===== config.mk =====
export PLATFORM = sky130hd
export DESIGN_NAME = rpn_div
export DESIGN_NICKNAME = d
export VERILOG_FILES = /design/src/rtl/rpn_pkg.sv /design/src/rtl/rpn_div.sv
export SDC_FILE = /design/constraint.sdc
export NUM_CORES = 1
export LEC_CHECK = 0
export BUFFER_PORTS_ARGS = -buffer_cell sky130_fd_sc_hd__buf_2
export CAP_MARGIN = 20
export CELL_PAD_IN_SITES_DETAIL_PLACEMENT = 2
export CELL_PAD_IN_SITES_GLOBAL_PLACEMENT = 2
export CORE_ASPECT_RATIO = 0.9
export CORE_UTILIZATION = 30
export CTS_CLUSTER_SIZE = 10
export DETAILED_ROUTE_END_ITERATION = 8
export PLACE_DENSITY = 0.67
export SYNTH_ARGS = -nofsm -noshare
export SYNTH_HDL_FRONTEND = slang
export SYNTH_SLANG_ARGS = --single-unit

===== constraint.sdc =====
create_clock -name clk -period 16.4 [get_ports clk]
set_input_delay 2.46 -clock clk [delete_from_list [all_inputs] [get_ports clk]]
set_output_delay 2.46 -clock clk [all_outputs]
set_load 0.05 [all_outputs]

===== src/rtl/rpn_pkg.sv =====
// Shared types, command codes and status bits of the RPN stack calculator.
package rpn_pkg;

  localparam int DefaultDepth = 128;
  localparam int WordW = 32;
  localparam int KindW = 4;
  localparam int StatW = 4;

  localparam logic [KindW-1:0] KIND_PUSH  = 4'd0;
  localparam logic [KindW-1:0] KIND_ADD   = 4'd1;
  localparam logic [KindW-1:0] KIND_SUB   = 4'd2;
  localparam logic [KindW-1:0] KIND_MUL   = 4'd3;
  localparam logic [KindW-1:0] KIND_DIV   = 4'd4;
  localparam logic [KindW-1:0] KIND_MOD   = 4'd5;
  localparam logic [KindW-1:0] KIND_PRINT = 4'd6;
  localparam logic [KindW-1:0] KIND_PEEK  = 4'd7;
  localparam logic [KindW-1:0] KIND_DUP   = 4'd8;
  localparam logic [KindW-1:0] KIND_SWAP  = 4'd9;
  localparam logic [KindW-1:0] KIND_CLEAR = 4'd10;

  localparam int ST_UNDER = 0;
  localparam int ST_FULL  = 1;
  localparam int ST_ZDIV  = 2;
  localparam int ST_SWAP  = 3;

  // Request from the sequencer to the divide unit.
  typedef struct packed {
    logic              start;
    logic              is_mod;
    logic signed [WordW-1:0] num;
    logic signed [WordW-1:0] den;
  } div_req_t;

  // Answer of the divide unit.
  typedef struct packed {
    logic              done;
    logic [WordW-1:0]  res;
  } div_rsp_t;

  // Saturate a 64-bit signed value to 32 bits.
  function automatic logic [WordW-1:0] sat32(input logic signed [63:0] v);
    logic [WordW-1:0] r;
    if (v > 64'sd2147483647) r = 32'h7fffffff;
    else if (v < -64'sd2147483648) r = 32'h80000000;
    else r = v[WordW-1:0];
    return r;
  endfunction

endpackage


===== src/rtl/rpn_div.sv =====
// Radix-2 restoring divider for Q16.16 divide and truncated remainder.
module rpn_div (
  input  logic              clk,
  input  logic              rst,
  input  rpn_pkg::div_req_t req,
  output rpn_pkg::div_rsp_t rsp
);

  logic        busy;
  logic [5:0]  cnt;
  logic [47:0] dvd;
  logic [32:0] rem;
  logic [31:0] dsr;
  logic        neg_q;
  logic        neg_r;
  logic        is_mod;
  logic        fin;
  logic [32:0] trial;
  logic signed [63:0] q_s;
  logic signed [63:0] r_s;

  assign trial = {rem[31:0], dvd[47]} - {1'b0, dsr};

  always_ff @(posedge clk) begin
    if (rst) begin
      busy <= 1'b0;
      fin  <= 1'b0;
    end else begin
      fin <= 1'b0;
      if (req.start) begin
        busy   <= 1'b1;
        is_mod <= req.is_mod;
        neg_r  <= req.num[31];
        neg_q  <= req.num[31] ^ req.den[31];
        dsr    <= req.den[31] ? 32'(-req.den) : req.den;
        // Divide runs over the dividend scaled by 2^16; remainder over the raw word only.
        if (req.is_mod) begin
          dvd <= {(req.num[31] ? 32'(-req.num) : req.num), 16'd0};
          cnt <= 6'd32;
        end else begin
          dvd <= {(req.num[31] ? 32'(-req.num) : req.num), 16'd0};
          cnt <= 6'd48;
        end
        rem <= '0;
      end else if (busy) begin
        if (!trial[32]) begin
          rem <= trial;
          dvd <= {dvd[46:0], 1'b1};
        end else begin
          rem <= {rem[31:0], dvd[47]};
          dvd <= {dvd[46:0], 1'b0};
        end
        cnt <= cnt - 6'd1;
        if (cnt == 6'd1) begin
          busy <= 1'b0;
          fin  <= 1'b1;
        end
      end
    end
  end

  // Sign fix-up of the finished quotient or remainder, and saturation of the quotient.
  always_comb begin
    q_s = neg_q ? -$signed({16'd0, dvd}) : $signed({16'd0, dvd});
    r_s = neg_r ? -$signed({31'd0, rem}) : $signed({31'd0, rem});
    rsp.done = fin;
    rsp.res  = is_mod ? r_s[31:0] : rpn_pkg::sat32(q_s);
  end

endmodule


# Word-level counts from Yosys, hierarchy flattened
# Cells that the tools add are included.
# classes
n_addsub	6
order_cmp	2
n_eq_ne	1
n_mux	19
n_bitwise	3
n_reduce_logical	4
# ops
cell	count
$mux W32	7
$mux W48	2
$neg A32 Y32	3
$gt A64 B32 Y1 const B	1
$lt A64 B32 Y1 const B	1
$mux W64	1
$neg A48 Y64	1
$sub A33 B32 Y33	1
$mux W31	1
$mux W6	2
$eq A6 B1 Y1 const B	1
$sub A6 B1 Y6 const B	1
$mux W1	5
$mux W5	1
$reduce_and A2 Y1	2
$reduce_or A3 Y1	1
$not A1 Y1	2
$reduce_bool A2 Y1	1
$xor A1 B1 Y1	1
# word_totals
regBits	123
in_bits	68

# Depth between registers and ports, before layout
# logic_depth
word_depth	6
ltp_mapped	16

# Worst setup path before layout
# Ideal clock, no wire load.
# synth_path
path_type	reg-to-output
startpoint	register dvd[5]
endpoint	output rsp[5] (netlist bit)
arrival_time_ps	4698
path_slack_ps	9242
path_stages_with_launch	13
path_cell_list	edfxtp_1 -> or4_4 -> or4_1 -> buf_2 -> or4_1 -> buf_2 -> nand2_1 -> xor2_1 -> or2_2 -> or4bb_1 -> nor3_1 -> nor2_1 -> o31ai_1
# synth_rtl
element	line_no	rtl
start, declared	rpn_div.sv:11	logic [47:0] dvd;
start signal, assigned	rpn_div.sv:38	dvd <= {(req.num[31] ? 32'(-req.num) : req.num), 16'd0};
start signal, assigned	rpn_div.sv:41	dvd <= {(req.num[31] ? 32'(-req.num) : req.num), 16'd0};
start signal, assigned	rpn_div.sv:48	dvd <= {dvd[46:0], 1'b1};
end, declared	rpn_div.sv:6	output rpn_pkg::div_rsp_t rsp

==> metrics.cfg <==
[finish]
syn_to_final_growth_pct=15.6
layout_common_cells=edfxtp_1 (121), nor2_1 (111), buf_2 (99), xor2_1 (87), xnor2_1 (77)
fin_nets=1277
drive_above_1_share_pct=13.7
final_common_cell=edfxtp_1
antenna_cells=0

[clock_network]
postCtsHoldBufs=0
cts.sinks=123
cts_resized=0
cts_setup_buffers=0
htreeDepth=4
numCtsBuffers=17
clk_latency_ns=0.43
clkTransAtPathRegs_ns=0.06
root_buffer=clkbuf_16
clockBufferDepth=2
cts_tree=built

[pwr]
p_int_mw=0.793
power_density_mw_per_mm2=106
pwr-share-comb_pct=31.0
clkPwrFrac_pct=35.0
total_power_mw=1.23
netSwitchingFraction_pct=35.4
seqPwrFrac_pct=34.0
p_sw_mw=0.434
vdd_drop_max_mv=0.0766
p_leak_nw=4.34

[worst_setup_path]
crit_type=register to output port
ff2ff_path_depth=15
reg2reg_from=dvd[47]$_DFFE_PP_
cp.arrival_ns=5.50
r2r_end=rem[11]$_SDFFCE_PP0P_
cp_data_required_time_ns=13.94
crit_path_end_kind=output port
r2r_slack_ns=11.82
endpoint=rsp[11]
cp-startpoint=dvd[5]$_SDFFCE_PP0P_
start_kind=register
crit_fanout=10

[synth]
netlist_area_mm2=0.00998
async_flop_share_pct=0
ys_ff_latch=123
synth_cell_types=65
synthXorXnorAreaFrac_pct=14.5
netlist_instances=1096
synthSimpleGateAreaFrac_pct=18.4
synthMuxAreaShare_pct=3.33
synth_compound_area_share_pct=18.0
synth_ff_type=edfxtp_1
synth.avg_cell_area_um2=9.11
syn_nets=1203
yosysWarnings=0
synth_edf_count=121
synthAdderAreaFrac_pct=4.96
synth_seq_area_share_pct=36.8
synth_top_family_by_area=simple AND/OR/NAND/NOR gates

[sta]
min_period_ns=7.96
relSlewSlack_pct=29.9
skew_ns=0.00830
finalMaxSlewViolations=0
fmax_mhz=126
fin_tns_setup_ns=0
period_share_pct=48.5
finalHoldViolations=0
rsz0062_at_grt=no
setup_violations=0
worstMarginPinSlew_ns=1.05

[drt]
drtIter0Drc=451
vias=8726
drt-wirelength-per-cell_um=19.9
vias_per_cell=5.46
drc_errors=0
totalWireLength_mm=31.8
first_pass_iters=5
drtAntennaViolNets=0

[floorplanning]
dieArea_mm2=0.0340
die_x_um=194
initial_core_util_pct=30.9
die-height_um=175
core_area_mm2=0.0323
pin_count=101
rows=62

[flow_run]
drv_cap=0

[placement]
hpwl_mm=24.0
gp_congestion=0.819
place.port_buffers=100

[global_route]
grt_max_degree=70
grtUsageTotal_pct=19.1
grt_pass1_wl_mm=50.9
antenna_found_initial=0
overflow=0
first_global_vias=9160

[min_path]
holdCritPathClass=register to register
hold_depth=1

[run_status]
outcome=complete, no violations

## worst max-delay path, cell delays in order (launching register included)
cell and delay (ns):
edfxtp_1 0.45, or4_4 0.58, or4_1 0.64, or4_1 0.75, nand2_1 0.15, xor2_1 0.09
or2_2 0.32, or4bb_1 0.51, or4_1 0.73, nor2_1 0.22, nor2_1 0.06, o211ai_1 0.22
buf_2 0.34
## worst min path at each step
stage,startpoint,endpoint
3_3_place_gp,busy$_SDFF_PP0_,fin$_SDFF_PP0_
6_report,busy$_SDFF_PP0_,fin$_SDFF_PP0_
2_1_floorplan,busy$_SDFF_PP0_,fin$_SDFF_PP0_
4_1_cts,busy$_SDFF_PP0_,fin$_SDFF_PP0_
3_5_place_dp,busy$_SDFF_PP0_,fin$_SDFF_PP0_
5_1_grt,busy$_SDFF_PP0_,fin$_SDFF_PP0_
## sequential cells by signal (all words and copies together), names as in the netlist
register / flops
dvd: 48
dsr: 32
rem: 32
cnt: 6
busy: 1
fin: 1
is_mod: 1
neg_q: 1
neg_r: 1
## per-layer routing
layer	vias to the layer above	global-route usage (%)	wire length (um)
met2	109	31.8	15400
met3	29	3.09	905
met4	0	5.49	504
met1	4409	25.4	15000
li1	4179	-	-
met5	-	0	0
## synth_stat cells, drive strengths merged, types with 36 or more instances
| library cell | n | share of area [%] |
|---|---|---|
| nand2 | 73 | 2.7 |
| xor2 | 87 | 7.6 |
| o21ai | 73 | 3.7 |
| or4 | 36 | 2.8 |
| ha | 38 | 4.8 |
| clkbuf | 37 | 1.4 |
| inv | 49 | 1.8 |
| edfxtp | 121 | 36 |
| o31ai | 39 | 3.0 |
| xnor2 | 78 | 6.8 |
| a21oi | 76 | 3.9 |
| nor2 | 113 | 4.2 |
## power by group through the flow
stage	Clock [mW]	Combinational, mW	Sequential [mW]
floorplan	0	0.283	0.410
global placement	0	0.370	0.424
detailed placement	0	0.379	0.425
CTS	0.438	0.385	0.418
global route	0.448	0.417	0.422
finish	0.430	0.380	0.417
## cell families after synthesis
group	count (synthesis)
compound gates	278
buf+inv	100
flops	123
simple gates	358
xor+xnor	165
mux	33
fa+ha+maj	39
## cell type report
type | instances | area [um^2]
Multi-Input combinational cell | 873 | 5940
Inverter | 49 | 184
Clock inverter | 15 | 220
Timing Repair Buffer | 106 | 581
Clock buffer | 17 | 425
Fill cell | 3593 | 20800
Tap cell | 416 | 520
Sequential cell | 123 | 3670
## stage by stage
stage | util (%) | hold WS [ns] | setup slack (ns) | area, um^2 | std cells
3_3_place_gp | 33.5 | 0.490 | 9.10 | 10800 | 1565
5_1_grt | 35.7 | 0.502 | 8.23 | 11500 | 1599
6_report | 35.7 | 0.487 | 8.44 | 11500 | 1599
2_1_floorplan | - | 0.466 | 9.24 | 9980 | 1096
4_1_cts | 35.6 | 0.488 | 8.45 | 11500 | 1598
3_5_place_dp | 33.6 | 0.487 | 9.02 | 10900 | 1566
(Power assumes the default switching activity.)
